--- config.mk ---
export PLATFORM = sky130hd
export DESIGN_NAME = tds_ctrl
export DESIGN_NICKNAME = d
export VERILOG_FILES = /design/src/hdl/tds_pkg.sv /design/src/hdl/tds_ctrl.sv
export SDC_FILE = /design/constraint.sdc
export NUM_CORES = 1
export LEC_CHECK = 0
export ABC_AREA = 1
export ABC_CLOCK_PERIOD_IN_PS = 1200
export BUFFER_PORTS_ARGS = -buffer_cell sky130_fd_sc_hd__buf_2
export CORE_AREA = 8 8 45 47
export CTS_BUF_LIST = sky130_fd_sc_hd__clkbuf_4 sky130_fd_sc_hd__clkbuf_8
export CTS_CLUSTER_SIZE = 12
export DETAILED_ROUTE_END_ITERATION = 12
export DIE_AREA = 0 0 53 55
export GPL_ROUTABILITY_DRIVEN = 0
export PLACE_DENSITY_LB_ADDON = 0.2
export SETUP_SLACK_MARGIN = 0.1
export SYNTH_ARGS = -nofsm -noshare
export SYNTH_HDL_FRONTEND = slang
export SYNTH_SLANG_ARGS = --single-unit
--- constraint.sdc ---
create_clock -name clk -period 1.2 [get_ports clk]
set_input_delay 0.06 -clock clk [delete_from_list [all_inputs] [get_ports clk]]
set_output_delay 0.06 -clock clk [all_outputs]
set_load 0.02 [all_outputs]
--- src/hdl/tds_pkg.sv ---
// shared types and constants of the tridiagonal solver
package tds_pkg;
  localparam int MAX_ROWS_DEF = 64;
  localparam int FW = 32;
  localparam int IW = 6;

  typedef struct packed {
    logic signed [31:0] sub_diag;
    logic signed [31:0] main_diag;
    logic signed [31:0] super_diag;
    logic signed [31:0] rhs;
    logic               last_row;
  } req_t;

  typedef struct packed {
    logic signed [31:0] solution;
    logic [5:0]         row_index;
    logic               last;
    logic               singular;
  } rsp_t;

  // controller to datapath
  typedef struct packed {
    logic load;      // latch request and fetch previous row
    logic den_calc;  // form numerators and denominator
    logic div_start; // start both quotient units
    logic store;     // write p and q
    logic bs_load;   // seed back substitution
    logic bs_read;   // read p,q of row k-1
    logic bs_mul;    // p*x product
    logic bs_sum;    // finish x
    logic out_load;  // load output register
    logic clear;     // end of system
  } cmd_t;

  // datapath to controller
  typedef struct packed {
    logic div_done;
    logic is_last;
    logic k_zero;
  } sts_t;
endpackage

--- src/hdl/tds_ctrl.sv ---
// controller state machine of the tridiagonal solver
module tds_ctrl (
  input  logic          clk,
  input  logic          rst,
  input  logic          in_fire,
  input  logic          out_busy,
  input  tds_pkg::sts_t sts,
  output tds_pkg::cmd_t cmd,
  output logic          in_ready,
  output logic          out_set
);
  localparam logic [3:0] S_IDLE = 4'd0, S_DEN = 4'd1, S_START = 4'd2, S_DIV = 4'd3,
                         S_STORE = 4'd4, S_SEED = 4'd5, S_EMIT = 4'd6, S_READ = 4'd7,
                         S_MUL = 4'd8, S_SUM = 4'd9, S_CLR = 4'd10;
  logic [3:0] state, state_next;

  always_comb begin
    cmd = '0;
    out_set = 1'b0;
    in_ready = (state == S_IDLE);
    state_next = state;
    case (state)
      S_IDLE:  if (in_fire) begin cmd.load = 1'b1; state_next = S_DEN; end
      S_DEN:   begin cmd.den_calc = 1'b1; state_next = S_START; end
      S_START: begin cmd.div_start = 1'b1; state_next = S_DIV; end
      S_DIV:   if (sts.div_done) state_next = S_STORE;
      S_STORE: begin
        cmd.store = 1'b1;
        state_next = sts.is_last ? S_SEED : S_IDLE;
      end
      S_SEED:  begin cmd.bs_load = 1'b1; state_next = S_EMIT; end
      S_EMIT:  if (!out_busy) begin
        cmd.out_load = 1'b1;
        out_set = 1'b1;
        state_next = sts.k_zero ? S_CLR : S_READ;
      end
      S_READ:  begin cmd.bs_read = 1'b1; state_next = S_MUL; end
      S_MUL:   begin cmd.bs_mul = 1'b1; state_next = S_SUM; end
      S_SUM:   begin cmd.bs_sum = 1'b1; state_next = S_EMIT; end
      S_CLR:   begin cmd.clear = 1'b1; state_next = S_IDLE; end
      default: state_next = S_IDLE;
    endcase
  end

  always_ff @(posedge clk) begin
    if (rst) state <= S_IDLE;
    else     state <= state_next;
  end
endmodule

==> results of run 1 <==
metal layers:
layer  global-route usage  routed length (um)
met5                    0                   0
met4               0.0517                   8
met3               0.0241                  52
met2                0.164                 648
met1               0.0988                 490
metrics by stage:
stage,TNS (ns),power (mW),utilization,instances,setup slack [ns]
2_1_floorplan,0,0.288,-,68,0.124
3_3_place_gp,-0.0947,0.359,0.372,105,-0.0435
3_5_place_dp,-0.0263,0.358,0.372,105,-0.0247
4_1_cts,-0.225,0.619,0.526,114,-0.0523
5_1_grt,-0.313,0.693,0.572,115,-0.0707
6_report,-0.0194,0.648,0.572,115,-0.00971
synth_stat cells:
master | count | share of area
a21oi_1 | 2 | 0.028
nand2_1 | 15 | 0.16
nand2_2 | 1 | 0.017
a21oi_2 | 1 | 0.024
nor2_2 | 3 | 0.052
nand3_1 | 4 | 0.055
nor3b_2 | 1 | 0.035
nor2_1 | 17 | 0.18
dfxtp_1 | 4 | 0.22
o21ai_0 | 1 | 0.014
inv_2 | 2 | 0.021
inv_1 | 13 | 0.13
buf_4 | 1 | 0.021
a31oi_1 | 1 | 0.017
nor3_1 | 2 | 0.028
where the power goes:
group	switching (mW)	internal [mW]
registers	0.0201	0.143
logic	0.172	0.144
clock network	0.0564	0.112
total	0.249	0.399
path summary, 6_finish.rpt:
path / start / end / cells after the start
max reg2reg: state[3] / state[1] / 7
min reg2reg: state[3] / state[1] / 3
max: state[1] / out_set / 6
min: rst / state[0] / 2
critical path, stage by stage (launching register included):
cell and delay (ns):
dfxtp_4 0.37, inv_2 0.05, nor2_4 0.10, nand2_2 0.07, buf_6 0.12, nor2_4 0.09
buf_6 0.12
timing repair:
action,CTS,global route
setup buffers,6,1
pin swaps,7,7
endpoints found under the setup margin,16,16
gates resized for setup,47,17
final cells by class:
type                            count  area [sq um]  area share
Inverter                           15          61.3      0.0774
Clock buffer                        3          22.5      0.0284
Multi-Input combinational cell     48           352       0.444
Timing Repair Buffer               29           244       0.308
Sequential cell                     4          92.6       0.117
Tap cell                           16          20.0      0.0253
cells by family after synthesis:
kind of cell / count (synthesis) / share of synthesized area
DFF: 4 / 0.221
and+or+nand+nor: 43 / 0.519
buffers and inverters: 16 / 0.176
AOI/OAI and AO/OA: 5 / 0.0830
==> metrics.cfg, run 1 <==
[sta]
setup_ws_ns=-0.00971
worst_slew_pin_slew_ns=0.188
hold_viol=0
period_share=1.01
max_freq_ghz=0.827
finalSetupViolCount=2
hold_slack_ns=0.0408
skew_ns=0.00398
rsz0062_at_grt=yes
period_minus_slack_ns=1.21
slew_violations=0
relSlewSlack=0.874

[synth]
syn_area_sq_um=362
syn_nets=75
syn_inst=68
ys_seq_elements=4
ys_seq_area_frac=0.221
yosys_warnings=0
avgSynthCellArea_sq_um=5.32
synth_cell_types=15

[place]
post-dp-hpwl_um=887
io_buffer_count=18
placement.cell_area_sq_um=514

[grt]
antenna_found_initial=0
first_global_vias=505
track_usage=0.0929
overflow=0
grt_max_degree=7
grt_pass1_wl_um=2010

[outcome]
status=finished with violations
violations=setup timing

[clock_network]
cts_tree=built
clk_latency_ns=0.24
cts_hold_buf=0
clk_path_buf_depth=2
htree_levels=1
clk_pin_slew_ns=0.04
root_buffer=clkbuf_4
clock-sinks=4
cts_made_buffers=3

[finish]
layout_commonest_cell=buf_4
final_cell_mix=buf_4, nor2_4, buf_6
max_flop_register=state
largest_reg_flops=4
drive_above_1_share=0.697
area_delta_synth_final_pct=119
top_regs=state (4)
n_antenna_cell=0
nets=108
fin_area_sq_um=792
num-fill-cells=133

[die]
num_rows=14
core-area_sq_um=1380
start_util=0.261
fp.dieW_um=53
die_area_sq_um=2920
ios=19
die_y_um=55

[hold_path]
hold_class=in -> reg

[routing]
ant_nets=0
routed_wl_um=1200
drt_iter0_markers=6
wl_per_cell_um=10.4
avgViaCountPerCell=4.35
vias=500
firstDrtPassIters=4
drcViolationCount=0

[worst_setup_path]
required_ns=1.14
critPathKind=reg -> out
cp.arrival_ns=1.15
setup.reg_to_reg.worst_slack_ns=0.07
critPathCaptureType=output pin
cp-start-kind=register
cp_max_fo=5

[pwr]
irDropWorstVdd_v=0.000621
leakage_nw=0.392
power_density_nw_per_um2=818

[flow_run]
maxCapViolations=0

(Power assumes the default switching activity.)
==> inputs of run 2 (changes only) <==
- BUFFER_PORTS_ARGS: -buffer_cell sky130_fd_sc_hd__buf_2 -> -buffer_cell sky130_fd_sc_hd__buf_4
- SLEW_MARGIN: unset -> 5
==> run 2 against run 1 <==
- the flow still finishes with violations (setup timing)
- final area up 0.16%
- first-iteration DRC count down 83%
- core utilization up 0.090 points
- flip-flop and latch count unchanged
- final cell count unchanged
- combinational power up 2%
- maximum frequency down 0.56%
- global-route usage down 0.28 points
- sequential power up 2%
- register-to-register slack worse by 0.06 ns
- critical path depth unchanged
- highest routed layer unchanged
- routed wire length up 11%
- largest power group unchanged
==> metrics.cfg, run 2 (synthesized netlist as in run 1, its figures left out) <==
[clock_network]
clk_latency_ns=0.25
cts_made_buffers=3
clk_path_buf_depth=2
htree_levels=1
cts_tree=built
root_buffer=clkbuf_4
clock-sinks=4
clk_pin_slew_ns=0.03

[place]
io_buffer_count=18
dp_slack_ns=-0.0308
post-dp-hpwl_um=898
placement.cell_area_sq_um=567
placedCellCount=106

[grt]
first_global_vias=482
antenna_found_initial=0
grt_max_degree=7
overflow=0
track_usage=0.0901
grt_pass1_wl_um=1970

[finish]
n_antenna_cell=0
final_cell_mix=buf_4, nor2_4, nand2_1
largest_reg_flops=4
fin_util=0.573
nets=108
top_regs=state (4)
area_delta_synth_final_pct=119
stdcell_count=115
layout_commonest_cell=buf_4
fin_area_sq_um=793
drive_above_1_share=0.646
num-fill-cells=134
max_flop_register=state

[sta]
max_freq_ghz=0.822
skew_ns=0.0122
period_minus_slack_ns=1.22
hold_slack_ns=0.133
hold_viol=0
slew_violations=0
setup_tns_ns=-0.0380
worst_slew_pin_slew_ns=0.243
relSlewSlack=0.837
period_share=1.01
finalSetupViolCount=3
setup_ws_ns=-0.0165
rsz0062_at_grt=yes

[die]
num_rows=14
die_y_um=55
core-area_sq_um=1380
ios=19
start_util=0.261
fp.dieW_um=53
die_area_sq_um=2920

[worst_setup_path]
cp.arrival_ns=1.16
required_ns=1.14
critical_path.cell_chain=inv_4 -> nor2_4 -> nand2_2 -> buf_6 -> nor2_4 -> buf_6
cp_top_family=flip-flops
critPathCaptureType=output pin
critPathKind=reg -> out
cp_max_fo=3
cp_num_buf_inv=3
cp-start-kind=register
slowest_delay_ns=0.36
crit_path_top_delay_cell=dfxtp_4

[pwr]
total_power_mw=0.666
irDropWorstVdd_v=0.000729
pwr-share-seq=0.250
switchingPower_mw=0.262
leakage_nw=0.394
internal_power_mw=0.403
p_comb_frac=0.485
p_clk_frac=0.265
power_density_nw_per_um2=839
switching_share=0.394

[routing]
firstDrtPassIters=3
ant_nets=0
avgViaCountPerCell=4.34
drcViolationCount=0
drt_iter0_markers=1
routed_wl_um=1330
wl_per_cell_um=11.5
vias=499

[outcome]
violations=setup timing
status=finished with violations

[hold_path]
hold_class=in -> reg

[flow_run]
maxCapViolations=0

==> run 2: cell types whose count changed in the layout (fill, tap and decap cells not counted), moves of 2 or more <==
cell / previous run / this run
nor2_2: 3 / 1
buf_4: 12 / 19
buf_6: 11 / 9
buf_2: 6 / 0
==> run 2: final timing paths <==
| check | from | endpoint | slack [ns] | cells after the start |
|---|---|---|---|---|
| max | state[2] | out_set | -0.02 | 6 |
| min | out_busy | state[2] | 0.13 | 3 |
| max reg2reg | state[2] | state[1] | 0.01 | 7 |
| min reg2reg | state[3] | state[1] | 0.68 | 3 |
==> run 2: timing repair <==
action                     in CTS  in global routing
setup endpoints to repair      16                 16
pin swaps                       6                  7
buffers inserted                5                  0
resized for setup              31                 17
hold buffers                    0                  1
hold endpoints to repair        0                  3
==> run 2: power groups by stage <==
stage	Clock [mW]	Combinational, mW	Sequential [mW]
5_1_grt	0.195	0.348	0.168
3_3_place_gp	0	0.217	0.161
6_report	0.176	0.323	0.167
4_1_cts	0.169	0.275	0.161
2_1_floorplan	0	0.128	0.159
3_5_place_dp	0	0.216	0.162
==> run 2: worst register-to-register path: stages, from the launching register on <==
cell and delay [ns]:
dfxtp_4 0.35, buf_4 0.14, nor2_4 0.10, nand2_4 0.08, nor2_4 0.14, inv_1 0.05
a31oi_1 0.15, nor2_1 0.05
==> run 2: layout make-up <==
class / count / area (sq um) / area share
repair buffers: 29 / 254 / 0.320
inverters: 15 / 63.8 / 0.0804
multi-input cells: 48 / 338 / 0.426
clock buffers: 3 / 22.5 / 0.0284
flip-flops and latches: 4 / 95.1 / 0.120
well taps: 16 / 20.0 / 0.0252
==> run 2: metal layers <==
metal,part of all wire,wire [um],vias to the layer above,global-route usage
li1,-,-,263,-
met1,0.37,497,225,0.0939
met2,0.55,733,9,0.162
met3,0.061,81,2,0.0294
met4,0.011,14,0,0.0388
met5,0,0,-,0
==> inputs of run 3 (changes only) <==
- ABC_CLOCK_PERIOD_IN_PS: 1200 -> 1050
- SKIP_LAST_GASP: unset -> 1
- clock period: 1.2 -> 1.05 ns (I/O delays scaled with it)
==> run 3 against run 2 <==
- the run still ends with setup timing left
- critical path depth is 1 lower
- critical endpoint unchanged
- non-clock buffer count is 6 higher
- via count is 10% higher
- sequential share of layout area is 0.88 points lower
- routed wire length is 3.7% higher
- total power is 26% higher
==> metrics.cfg, run 3 (synthesized netlist as in run 1, its figures left out) <==
[place]
placement.cell_area_sq_um=644
dp_slack_ns=-0.0792
post-dp-hpwl_um=978
io_buffer_count=18

[sta]
worst_slew_pin_slew_ns=0.238
finalSetupViolCount=16
setup_tns_ns=-2.28
period_minus_slack_ns=1.23
skew_ns=0.00476
relSlewSlack=0.840
max_freq_ghz=0.812
setup_ws_ns=-0.181
hold_slack_ns=0.0980
hold_viol=0
rsz0062_at_grt=yes
slew_violations=0
period_share=1.17

[flow_run]
maxCapViolations=0

[finish]
final_cell_mix=buf_4, buf_6, nor2_4
max_flop_register=state
fin_area_sq_um=856
largest_reg_flops=4
area_delta_synth_final_pct=137
layout_commonest_cell=buf_4
drive_above_1_share=0.714
nets=114
n_antenna_cell=0
top_regs=state (4)
num-fill-cells=124

[pwr]
power_density_nw_per_um2=979
switching_share=0.374
p_clk_frac=0.229
internal_power_mw=0.525
irDropWorstVdd_v=0.000781
total_power_mw=0.838
pwr-share-seq=0.239
switchingPower_mw=0.313
p_comb_frac=0.533
leakage_nw=0.425

[outcome]
status=finished with violations
violations=setup timing

[routing]
routed_wl_um=1380
vias=551
drcViolationCount=0
drt_iter0_markers=9
ant_nets=0
avgViaCountPerCell=4.55
firstDrtPassIters=6
wl_per_cell_um=11.4

[clock_network]
clk_latency_ns=0.24
htree_levels=1
clk_pin_slew_ns=0.03
clock-sinks=4
cts_tree=built
clk_path_buf_depth=2
cts_made_buffers=3
root_buffer=clkbuf_4

[worst_setup_path]
critPathKind=reg -> out
critPathCaptureType=output pin
cp-start-kind=register
cp_max_fo=4
r2r_start=state[0]
startpoint=state[0]
cp.arrival_ns=1.18
required_ns=1.00

[die]
num_rows=14
die_area_sq_um=2920
core-area_sq_um=1380
fp.dieW_um=53
ios=19
die_y_um=55
start_util=0.261

[grt]
overflow=0
grt_max_degree=8
track_usage=0.102
antenna_found_initial=0
first_global_vias=544
grt_pass1_wl_um=2240

[hold_path]
worstHoldStart=sts[2]
hold_class=in -> reg

## run 3: cell count changes in the layout (fill, tap and decap cells not counted), sizes merged
cell  before  now
buf       28   34
## run 3: timing repair
action,in CTS,in global routing
hold buffers,1,0
resized for setup,27,14
endpoints found under the hold margin,1,0
buffers inserted,6,1
endpoints found under the setup margin,16,16
pin swaps,10,7
## run 3: critical path: stages, from the launching register on
cell,delay (ns)
dfxtp_4,0.36
buf_6,0.12
nor2_4,0.14
nand2_2,0.09
nor2_4,0.11
buf_6,0.13
## run 3: path summary, 6_finish.rpt
check | endpoint | slack (ns) | depth (start not counted)
max reg2reg | state[2] | -0.15 | 9
max | out_set | -0.18 | 5
min | state[0] | 0.1 | 4
min reg2reg | state[1] | 0.68 | 3
## run 3: power groups by stage
| stage | clock [mW] | sequential, mW | combinational, mW |
|---|---|---|---|
| floorplan | 0 | 0.186 | 0.161 |
| global placement | 0 | 0.187 | 0.293 |
| detailed placement | 0 | 0.189 | 0.294 |
| CTS | 0.199 | 0.192 | 0.416 |
| global route | 0.222 | 0.201 | 0.479 |
| finish | 0.192 | 0.200 | 0.447 |
## run 3: area by class of cell
class,instances,area (sq um),share of cell area
sequential,4,95.1,0.111
tap,16,20.0,0.0234
clock buffer,3,22.5,0.0263
inverter,15,63.8,0.0746
timing repair buffer,35,314,0.367
multi-input combinational,48,340,0.398
## run 3: metrics by stage
stage | utilization | std cells
5_1_grt | 0.618 | 121
4_1_cts | 0.580 | 121
6_report | 0.618 | 121
2_1_floorplan | - | 68
3_3_place_gp | 0.466 | 111
3_5_place_dp | 0.466 | 111
## run 3: metal layers
| metal | vias up | GRT usage | wire (um) |
|---|---|---|---|
| li1 | 279 | - | - |
| met1 | 254 | 0.109 | 573 |
| met3 | 2 | 0.0455 | 87 |
| met4 | 0 | 0.0259 | 15 |
| met2 | 16 | 0.180 | 699 |
| met5 | - | 0 | 0 |
